==> src/hdl/per_vertex_color_averager_core_assert.svh <==
// Assertion macros shared by the per-vertex color averager modules.
`ifndef PER_VERTEX_COLOR_AVERAGER_CORE_ASSERT_SVH
`define PER_VERTEX_COLOR_AVERAGER_CORE_ASSERT_SVH

// Same-cycle implication, disabled during reset.
`define PVCA_ASSERT_SAME(label, clk, rst, ante, cons, msg) \
  label: assert property (@(posedge clk) disable iff (rst) (ante) |-> (cons)) \
    else $error(msg);

// Next-cycle implication, disabled during reset.
`define PVCA_ASSERT_NEXT(label, clk, rst, ante, cons, msg) \
  label: assert property (@(posedge clk) disable iff (rst) (ante) |=> (cons)) \
    else $error(msg);

`endif

==> src/hdl/pvca_pkg.sv <==
// Package: request/result types, opcodes and controller interface types.
`timescale 1ns / 1ps
package pvca_pkg;

  localparam logic [1:0] OP_ACC      = 2'd0;
  localparam logic [1:0] OP_READ     = 2'd1;
  localparam logic [1:0] OP_READ_CLR = 2'd2;
  localparam logic [1:0] OP_NOP      = 2'd3;

  localparam int MEAN_BITS   = 8;
  localparam int QUOT_STEPS  = 8;
  localparam int STEP_BITS   = 3;

  typedef struct packed {
    logic [1:0]  operation;
    logic [11:0] vertex_index;
    logic [7:0]  red_sample;
    logic [7:0]  green_sample;
    logic [7:0]  blue_sample;
  } request_t;

  typedef struct packed {
    logic [11:0] slot_index;
    logic [7:0]  mean_red;
    logic [7:0]  mean_green;
    logic [7:0]  mean_blue;
    logic [15:0] sample_count;
    logic        no_samples;
  } result_t;

  typedef struct packed {
    logic load;
    logic exec;
    logic div_step;
    logic clear_step;
  } cmd_t;

  typedef struct packed {
    logic is_read;
    logic div_last;
    logic clear_last;
  } status_t;

endpackage

==> src/hdl/pvca_ctrl.sv <==
// Controller: sequences slot clearing, fetch, update and division steps.
`timescale 1ns / 1ps
`include "per_vertex_color_averager_core_assert.svh"
module pvca_ctrl (
  input  logic              clk,
  input  logic              rst,
  input  logic              start,
  output logic              busy,
  input  pvca_pkg::status_t status,
  output pvca_pkg::cmd_t    cmd
);

  localparam logic [2:0] S_CLEAR = 3'd0;
  localparam logic [2:0] S_IDLE  = 3'd1;
  localparam logic [2:0] S_FETCH = 3'd2;
  localparam logic [2:0] S_EXEC  = 3'd3;
  localparam logic [2:0] S_DIV   = 3'd4;

  logic [2:0] state;
  logic [2:0] state_next;

  always_comb begin
    state_next = state;
    unique case (state)
      S_CLEAR: if (status.clear_last) state_next = S_IDLE;
      S_IDLE:  if (start) state_next = S_FETCH;
      S_FETCH: state_next = S_EXEC;
      S_EXEC:  state_next = status.is_read ? S_DIV : S_IDLE;
      S_DIV:   if (status.div_last) state_next = S_IDLE;
      default: state_next = S_IDLE;
    endcase
  end

  always_ff @(posedge clk) begin
    if (rst) begin
      state <= S_CLEAR;
    end else begin
      state <= state_next;
    end
  end

  assign busy           = (state != S_IDLE);
  assign cmd.load       = start && (state == S_IDLE);
  assign cmd.exec       = (state == S_EXEC);
  assign cmd.div_step   = (state == S_DIV);
  assign cmd.clear_step = (state == S_CLEAR);

  `PVCA_ASSERT_SAME(a_no_load_in_clear, clk, rst, state == S_CLEAR, !cmd.load, "request taken during clear")
  `PVCA_ASSERT_NEXT(a_div_ends_idle, clk, rst, cmd.div_step && status.div_last, state == S_IDLE, "division did not end")

endmodule

==> config.mk <==
export PLATFORM = sky130hd
export DESIGN_NAME = pvca_ctrl
export DESIGN_NICKNAME = d
export VERILOG_FILES = /design/src/hdl/pvca_pkg.sv /design/src/hdl/pvca_ctrl.sv
export VERILOG_INCLUDE_DIRS = /design/src /design/src/hdl
export SDC_FILE = /design/constraint.sdc
export NUM_CORES = 1
export LEC_CHECK = 0
export BUFFER_PORTS_ARGS = -buffer_cell sky130_fd_sc_hd__buf_2
export CAP_MARGIN = 25
export CORE_AREA = 2 2 39 41
export CTS_CLUSTER_DIAMETER = 150
export DETAILED_ROUTE_END_ITERATION = 10
export DIE_AREA = 0 0 41 43
export PLACE_DENSITY = 0.41
export SETUP_SLACK_MARGIN = 0.15
export SLEW_MARGIN = 20
export SYNTH_ARGS = -nofsm -noshare
export SYNTH_HDL_FRONTEND = slang
export SYNTH_SLANG_ARGS = --single-unit
==> constraint.sdc <==
create_clock -name clk -period 3.35 [get_ports clk]
set_input_delay 1.005 -clock clk [delete_from_list [all_inputs] [get_ports clk]]
set_output_delay 1.005 -clock clk [all_outputs]
set_load 0.02 [all_outputs]
==> results.sh, run 1 <==
export IMPL_top_regs="state: 3 flops"
export IMPL_overflow=0
export IMPL_layout_drive_gt1_share_pct=42.4
export IMPL_grt_pass1_vias=167
export IMPL_die_w_um=41
export IMPL_routed_via_density=3.80
export IMPL_slew_violations=0
export IMPL_reg2reg_setup_slack_ns=2.19
export IMPL_synthesis_area_um2=190
export IMPL_cpMaxStageDelayCell="and3b_1"
export IMPL_syn_to_final_growth_pct=44.7
export IMPL_grt_use_total_pct=5.62
export IMPL_dp_hpwl_um=331
export IMPL_worst_slew_pin_slew_ns=0.259
export IMPL_setup_ws_ns=0.932
export IMPL_start_kind="primary input"
export IMPL_setup_viol_count_final=0
export IMPL_min_period_over_period_pct=72.2
export IMPL_max_freq_mhz=414
export IMPL_fin_util_pct=19.9
export IMPL_arrival_ns=1.41
export IMPL_ys_seq_area_share_pct=31.6
export IMPL_yosys_area_top_type="dfxtp_1"
export IMPL_cts_sinks=3
export IMPL_hold_depth=2
export IMPL_io_pins=11
export IMPL_crit_path_end_kind="output port"
export IMPL_synth_cell_types=17
export IMPL_htree_levels=1
export IMPL_vias=186
export IMPL_synthCells=20
export IMPL_timing_rr_start="state[1]$_SDFFE_PP0P_"
export IMPL_worstHoldPathType="flop to flop"
export IMPL_grt_pass1_wl_um=641
export IMPL_die_y_um=43
export IMPL_holdPathEnd="state[1]$_SDFFE_PP0P_"
export IMPL_path_cells="buf_2 > and3b_1 > buf_2"
export IMPL_antenna_cells=0
export IMPL_insertion_delay_ns=0.23
export IMPL_final_nets=40
export IMPL_io_buffers=10
export IMPL_ys_warnings_count=0
export IMPL_clockBufferDepth=2
export IMPL_drt_initial_drc_count=3
export IMPL_worst_path_largest_cell_delay_ns=0.15
export IMPL_root_buffer="clkbuf_4"
export IMPL_initial_core_util_pct=13.7
export IMPL_postPlaceCellArea_um2=249
export IMPL_antenna_found_initial=0
export IMPL_cp_required_ns=2.34
export IMPL_status="finished clean"
export IMPL_crit_top_cell="buf_2"
export IMPL_hold_start="state[0]$_SDFFE_PP0P_"
export IMPL_cts_tree="done"
export IMPL_dp_cells=45
export IMPL_ff2ff_path_depth=2
export IMPL_die_area_mm2=0.00176
export IMPL_grt_max_degree=11
export IMPL_fin_cells=49
export IMPL_cts_setup_buffers=0
export IMPL_ir_worst_vdd_mv=0.0833
export IMPL_holdBufCountCts=0
export IMPL_largest_register_ffs=3
export IMPL_yosys_register_bits=3
export IMPL_post_cts_resized=0
export IMPL_finalInstanceArea_um2=275
export IMPL_clock_skew_ns=0.00483
export IMPL_ys_top_cells_by_area="dfxtp_1 32%, and2_1 6.6%, buf_6 5.9%, mux2_2 5.9%, mux2i_1 5.3%"
export IMPL_dpl_worst_slack_ns=0.928
export IMPL_rsz0062_at_grt="false"
export IMPL_r2r_end="state[0]$_SDFFE_PP0P_"
export IMPL_slew_headroom_pct=82.7
export IMPL_avgRoutedWirePerCell_um=8.67
export IMPL_clk_pin_slew_ns=0.04
export IMPL_power_per_cell_area_mw_per_mm2=468
export IMPL_path_class="primary input to output port"
export IMPL_cap_violations=0
export IMPL_postSynthAreaPerCell_um2=9.51
export IMPL_drt_pre_antenna_iters=2
export IMPL_drc=0
export IMPL_hold_viol=0
export IMPL_core_area_mm2=0.00138
export IMPL_place_congestion=0.611
export IMPL_wirelength_um=425
export IMPL_post_route_min_period_ns=2.42
export IMPL_rows=14
export IMPL_final_setup_tns_ns=0
export IMPL_crit_path_max_fanout=3
export IMPL_final_antenna_net_count=0
export IMPL_synth_fp_nets=26
export IMPL_cts_buffers=3
export IMPL_top_register="state"
export IMPL_yosys_area_top_type_share_pct=31.6
export IMPL_power_leakage_uw=0.000117
[metrics by stage]
| step | hold WS (ns) | power (uW) |
|---|---|---|
| 2_1_floorplan | 0.493 | 58.7 |
| 3_3_place_gp | 0.561 | 67.3 |
| 3_5_place_dp | 0.554 | 66.6 |
| 4_1_cts | 0.560 | 133 |
| 5_1_grt | 0.592 | 137 |
| 6_report | 0.558 | 129 |
[routing by layer]
layer	vias up	global-route usage, %	part of all wire [%]
li1	99	-	-
met1	83	6.41	43
met2	4	7.50	52
met3	0	3.14	4.9
met4	0	4.00	0
met5	-	0	0
[cells by family (layout without fill, tap and decap cells)]
logic type	count (synthesis)	after routing	share of synthesized area, %
mux	2	2	11.2
buf+inv	1	14	5.92
simple gates	11	11	40.1
compound gates	3	3	11.2
flops	3	3	31.6
[Yosys cell counts]
| cell | count |
|---|---|
| nand3b_1 | 1 |
| and3b_1 | 1 |
| nand2b_1 | 1 |
| dfxtp_1 | 3 |
| a211oi_1 | 1 |
| nor2_1 | 1 |
| a21oi_1 | 1 |
| or2b_1 | 1 |
| or4b_1 | 1 |
| buf_6 | 1 |
| nand4b_1 | 1 |
| nor2b_1 | 1 |
| and2_1 | 2 |
| mux2i_1 | 1 |
| nor3_1 | 1 |
| a221oi_1 | 1 |
| mux2_2 | 1 |
[cells in the final DEF, fill, tap and decap left out, drive strengths merged, types with 2 or more instances in the layout]
cell and count:
and2 2, buf 10, clkbuf 4, dfxtp 3
[report_power, final]
part | internal, uW | switching, uW
Sequential | 38.2 | 3.77
Combinational | 11.2 | 12.7
Clock | 44.6 | 18.4
[critical path, delay by kind of cell]
| kind | cells | cell delay, ns |
|---|---|---|
| buf+inv | 2 | 0.26 |
| simple gates | 1 | 0.15 |
[layout make-up]
cell class                 instances  area, um2
fill                             164       1110
timing repair buffer              10       50.0
multi-input combinational         16        119
sequential                         3       60.1
clock buffer                       4       26.3
tap                               16       20.0
[worst max path at each step]
stage	slack [ns]	cells past startpoint	start	to
floorplan	1.09	1	start	cmd[3]
global placement	0.94	3	start	cmd[3]
detailed placement	0.93	3	start	cmd[3]
CTS	0.93	3	start	cmd[3]
global route	0.91	3	start	cmd[3]
finish	0.93	3	start	cmd[3]
(Power assumes the default switching activity.)
==> run 2: changes to the inputs <==
==> constraint.sdc (replaced) <==
create_clock -name clk -period 2.3 [get_ports clk]
set_input_delay 0.69 -clock clk [delete_from_list [all_inputs] [get_ports clk]]
set_output_delay 0.69 -clock clk [all_outputs]
set_load 0.02 [all_outputs]
==> results.sh, run 2 (synthesis gave the netlist of run 1 again) <==
export IMPL_io_buffers=10
export IMPL_status="finished clean"
export IMPL_rsz0062_at_grt="false"
export IMPL_worst_slew_pin_slew_ns=0.279
export IMPL_final_common_cell="buf_2"
export IMPL_p_int_uw=137
export IMPL_postPlaceCellArea_um2=249
export IMPL_grt_pass1_wl_um=724
export IMPL_holdBufCountCts=0
export IMPL_slew_violations=0
export IMPL_hold_viol=0
export IMPL_path_class="flop to output port"
export IMPL_hold_start="state[2]$_SDFFE_PP0P_"
export IMPL_cp_required_ns=1.61
export IMPL_clk_pin_slew_ns=0.04
export IMPL_crit_path_max_fanout=7
export IMPL_layout_drive_gt1_share_pct=42.4
export IMPL_dp_cells=45
export IMPL_clock_skew_ns=0.00196
export IMPL_timing_rr_start="state[1]$_SDFFE_PP0P_"
export IMPL_cts_sinks=3
export IMPL_drt_pre_antenna_iters=2
export IMPL_place_congestion=0.636
export IMPL_antenna_found_initial=0
export IMPL_top_regs="state: 3 flops"
export IMPL_power_per_cell_area_mw_per_mm2=692
export IMPL_io_pins=11
export IMPL_cts_tree="done"
export IMPL_drc=0
export IMPL_min_period_over_period_pct=84.2
export IMPL_post_route_min_period_ns=1.94
export IMPL_largest_register_ffs=3
export IMPL_clockBufferDepth=2
export IMPL_routed_via_density=3.84
export IMPL_root_buffer="clkbuf_4"
export IMPL_overflow=0
export IMPL_timing_hold_ws_ns=0.546
export IMPL_vias=188
export IMPL_arrival_ns=1.25
export IMPL_clkPwrFrac_pct=49.6
export IMPL_post_cts_resized=0
export IMPL_crit_path_start="state[0]$_SDFFE_PP0P_"
export IMPL_slew_headroom_pct=81.4
export IMPL_initial_core_util_pct=13.7
export IMPL_grt_use_total_pct=6.52
export IMPL_final_antenna_net_count=0
export IMPL_die_y_um=43
export IMPL_crit_path_end_kind="output port"
export IMPL_final_nets=40
export IMPL_setup_viol_count_final=0
export IMPL_comb_power_share_pct=18.1
export IMPL_cts_setup_buffers=0
export IMPL_insertion_delay_ns=0.24
export IMPL_htree_levels=1
export IMPL_start_kind="flop"
export IMPL_top_register="state"
export IMPL_fin_util_pct=19.9
export IMPL_cts_buffers=3
export IMPL_power_leakage_uw=0.000117
export IMPL_drt_initial_drc_count=4
export IMPL_final_cell_mix="10 x buf_2, 3 x clkbuf_4, 3 x dfxtp_1, 2 x and2_1"
export IMPL_cap_violations=0
export IMPL_final_setup_tns_ns=0
export IMPL_fin_cells=49
export IMPL_rows=14
export IMPL_ir_worst_vdd_mv=0.201
export IMPL_dp_hpwl_um=347
export IMPL_worstHoldPathType="flop to flop"
export IMPL_syn_to_final_growth_pct=44.7
export IMPL_swShare_pct=28.0
export IMPL_grt_max_degree=11
export IMPL_max_freq_mhz=517
export IMPL_wirelength_um=451
export IMPL_finalInstanceArea_um2=275
export IMPL_die_w_um=41
export IMPL_p_switching_uw=53.3
export IMPL_core_area_mm2=0.00138
export IMPL_grt_pass1_vias=194
export IMPL_power_frac_seq_pct=32.3
export IMPL_die_area_mm2=0.00176
export IMPL_antenna_cells=0
export IMPL_avgRoutedWirePerCell_um=9.20
run 2: cell counts in the layout (fill, tap and decap cells not counted):
Identical to the previous run, type by type.
run 2: final cells by class:
class / count / area [um2]
Sequential cell: 3 / 60.1
Timing Repair Buffer: 10 / 50.0
Fill cell: 165 / 1110
Tap cell: 16 / 20.0
Multi-Input combinational cell: 16 / 119
Clock buffer: 4 / 26.3
run 2: worst paths after layout:
path	endpoint	cells after the start	slack, ns
min	state[1]$_SDFFE_PP0P_	1	0.55
max reg2reg	state[0]$_SDFFE_PP0P_	2	1.14
max	cmd[3]	3	0.36
min reg2reg	state[1]$_SDFFE_PP0P_	1	0.55
run 2: stage by stage:
stage / setup slack, ns / power (uW)
2_1_floorplan: 0.670 / 85.4
3_3_place_gp: 0.508 / 98.0
3_5_place_dp: 0.511 / 97.3
4_1_cts: 0.348 / 196
5_1_grt: 0.240 / 208
6_report: 0.364 / 190
run 2: power by group through the flow:
stage	sequential, uW	clock (uW)	combinational (uW)
2_1_floorplan	59.1	0	26.3
3_3_place_gp	62.7	0	35.4
3_5_place_dp	62.2	0	35.2
4_1_cts	61.3	99.6	35.2
5_1_grt	62.0	107	38.6
6_report	61.4	94.5	34.4
run 2: routing by layer:
layer	vias up	track usage, %	wire length (um)
li1	100	-	-
met1	84	7.05	188
met2	4	8.75	235
met3	0	4.71	28
met4	0	4.00	0
met5	-	0	0
run 2: worst max-delay path, stage by stage, from the launching register on:
cell     delay, ns
dfxtp_1       0.41
nor2b_1       0.27
and3b_1       0.18
buf_2         0.15
==> run 3: changes to the inputs <==
--- a/config.mk
+++ b/config.mk
@@ -6,13 +6,14 @@
 export SDC_FILE = /design/constraint.sdc
 export NUM_CORES = 1
 export LEC_CHECK = 0
+export ABC_AREA = 1
 export BUFFER_PORTS_ARGS = -buffer_cell sky130_fd_sc_hd__buf_2
 export CAP_MARGIN = 25
 export CORE_AREA = 2 2 39 41
 export CTS_CLUSTER_DIAMETER = 150
 export DETAILED_ROUTE_END_ITERATION = 10
 export DIE_AREA = 0 0 41 43
-export PLACE_DENSITY = 0.41
+export PLACE_DENSITY = 0.43
 export SETUP_SLACK_MARGIN = 0.15
 export SLEW_MARGIN = 20
 export SYNTH_ARGS = -nofsm -noshare
==> constraint.sdc (replaced) <==
create_clock -name clk -period 1.6 [get_ports clk]
set_input_delay 0.48 -clock clk [delete_from_list [all_inputs] [get_ports clk]]
set_output_delay 0.48 -clock clk [all_outputs]
set_load 0.02 [all_outputs]
==> results.sh, run 3 <==
export IMPL_antenna_cells=0
export IMPL_root_buffer="clkbuf_4"
export IMPL_power_per_cell_area_mw_per_mm2=949
export IMPL_place_congestion=0.710
export IMPL_cp_required_ns=1.12
export IMPL_final_nets=54
export IMPL_die_y_um=43
export IMPL_initial_core_util_pct=14.8
export IMPL_synth_edf_count=0
export IMPL_io_pins=11
export IMPL_drt_pre_antenna_iters=4
export IMPL_yosys_top_cells_count="6 x inv_1, 4 x nor2_1, 4 x nor2_2"
export IMPL_rsz0062_at_grt="true"
export IMPL_reg2reg_setup_slack_ns=0.53
export IMPL_overflow=0
export IMPL_layout_drive_gt1_share_pct=68.1
export IMPL_slew_headroom_pct=86.5
export IMPL_hold_start="rst"
export IMPL_die_area_mm2=0.00176
export IMPL_setup_viol_count_final=0
export IMPL_start_kind="flop"
export IMPL_syn_to_final_growth_pct=79.9
export IMPL_synth_ff_type="dfxtp_1"
export IMPL_ir_worst_vdd_mv=0.205
export IMPL_grt_max_degree=6
export IMPL_vias=243
export IMPL_ff2ff_path_depth=7
export IMPL_arrival_ns=1.01
export IMPL_cts_sinks=3
export IMPL_hold_viol=0
export IMPL_power_leakage_uw=0.000175
export IMPL_dp_hpwl_um=381
export IMPL_cts_tree="done"
export IMPL_final_setup_tns_ns=0
export IMPL_worst_slew_pin_slew_ns=0.201
export IMPL_crit_path_end_kind="output port"
export IMPL_synthesis_area_um2=205
export IMPL_final_cell_mix="6 x buf_2, 6 x buf_4, 4 x inv_1"
export IMPL_synth_fp_nets=36
export IMPL_largest_register_ffs=3
export IMPL_drt_initial_drc_count=4
export IMPL_core_area_mm2=0.00138
export IMPL_antenna_found_initial=0
export IMPL_top_regs="state: 3 flops"
export IMPL_power_total_uw=350
export IMPL_htree_levels=1
export IMPL_cts_buffers=3
export IMPL_top_register="state"
export IMPL_synthMostInstantiatedCell="inv_1"
export IMPL_yosys_area_top_type="dfxtp_1"
export IMPL_slew_violations=0
export IMPL_yosys_register_bits=3
export IMPL_r2r_end="state[0]$_SDFFE_PP0P_"
export IMPL_grt_pass1_wl_um=869
export IMPL_ys_seq_area_share_pct=29.3
export IMPL_synth_cell_types=12
export IMPL_grt_use_total_pct=7.92
export IMPL_grt_pass1_vias=235
export IMPL_rows=14
export IMPL_min_period_over_period_pct=93.3
export IMPL_ys_warnings_count=0
export IMPL_routed_via_density=3.86
export IMPL_die_w_um=41
export IMPL_yosys_area_top_type_share_pct=29.3
export IMPL_post_route_min_period_ns=1.49
export IMPL_hold_depth=2
export IMPL_clockBufferDepth=2
export IMPL_cap_violations=0
export IMPL_synthCells=30
export IMPL_clock_skew_ns=0.00611
export IMPL_drc=0
export IMPL_path_class="flop to output port"
export IMPL_max_freq_mhz=670
export IMPL_wirelength_um=519
export IMPL_avgRoutedWirePerCell_um=8.24
export IMPL_timing_rr_start="state[0]$_SDFFE_PP0P_"
export IMPL_final_antenna_net_count=0
export IMPL_insertion_delay_ns=0.24
export IMPL_timing_hold_ws_ns=0.419
export IMPL_clk_pin_slew_ns=0.04
export IMPL_io_buffers=10
export IMPL_holdPathEnd="state[1]$_SDFFE_PP0P_"
export IMPL_async_reset_ff_share_pct=0
export IMPL_status="finished clean"
export IMPL_n_fill_cell=160
export IMPL_worstHoldPathType="primary input to flop"
export IMPL_crit_path_max_fanout=3
export IMPL_postSynthAreaPerCell_um2=6.84
export IMPL_ys_top_cells_by_area="dfxtp_1 29%, nand3_2 15%, nor2_2 12%, inv_1 11%, nor2_1 7.3%"
==> run 3: cell types whose count changed in the layout (fill, tap and decap cells not counted), sizes merged, moves of 2 or more <==
cell / change
buf: +3
nand2: +3
and2: -2
inv: +7
nand3: +5
nor2: +7
==> run 3: worst max-delay path by stage <==
| stage | startpoint | to | slack (ns) | cells after the start |
|---|---|---|---|---|
| 3_5_place_dp | state[0]$_SDFFE_PP0P_ | cmd[3] | 0.27 | 5 |
| 6_report | state[0]$_SDFFE_PP0P_ | cmd[3] | 0.11 | 5 |
| 5_1_grt | state[0]$_SDFFE_PP0P_ | cmd[3] | 0.07 | 5 |
| 3_3_place_gp | state[0]$_SDFFE_PP0P_ | cmd[3] | 0.28 | 5 |
| 4_1_cts | state[0]$_SDFFE_PP0P_ | cmd[3] | 0.05 | 5 |
| 2_1_floorplan | state[0]$_SDFFE_PP0P_ | cmd[3] | 0.22 | 4 |
==> run 3: power by group <==
part	switching (uW)	internal [uW]
clock	46.2	93.9
combinational	65.6	54.0
sequential	9.17	81.3
total	121	229
==> run 3: kinds of logic (layout without fill, tap and decap cells) <==
| kind of cell | Yosys count | in the layout | synth area share, % |
|---|---|---|---|
| AO/OA/AOI/OAI | 2 | 2 | 4.87 |
| buffers and inverters | 7 | 24 | 12.8 |
| flip-flops | 3 | 3 | 29.3 |
| AND/OR/NAND/NOR | 18 | 18 | 53.0 |
==> run 3: layout make-up <==
type / instances / area (um2) / area share [%]
clock buffer: 4 / 26.3 / 7.12
sequential: 3 / 71.3 / 19.3
tap: 16 / 20.0 / 5.42
multi-input combinational: 20 / 139 / 37.6
timing repair buffer: 13 / 86.3 / 23.4
inverter: 7 / 26.3 / 7.12
==> run 3: critical path, stage by stage (launching register included) <==
cell     delay [ns]
dfxtp_4        0.36
inv_2          0.04
nor2_4         0.09
nand2_2        0.08
nor2_4         0.08
buf_6          0.12
==> run 3: per-layer routing <==
layer	vias up	routed length, um	GRT usage, %
met1	105	197	7.05
met5	-	0	0
met2	8	269	11.3
met4	0	20	10.0
met3	2	33	3.14
li1	128	-	-
==> run 3: timing repair <==
| item | CTS | global route |
|---|---|---|
| resized for setup | 15 | 2 |
| pin swaps | 4 | 4 |
| buffers inserted | 1 | 2 |
| endpoints found under the setup margin | 5 | 5 |
| hold buffers | 0 | 0 |
==> run 3: through the flow <==
stage / worst slack, ns / area [um2] / utilization [%] / cells
2_1_floorplan: 0.221 / 208 / - / 30
3_3_place_gp: 0.283 / 278 / 20.1 / 56
3_5_place_dp: 0.272 / 278 / 20.1 / 56
4_1_cts: 0.0512 / 347 / 25.0 / 61
5_1_grt: 0.0669 / 369 / 26.7 / 63
6_report: 0.107 / 369 / 26.7 / 63
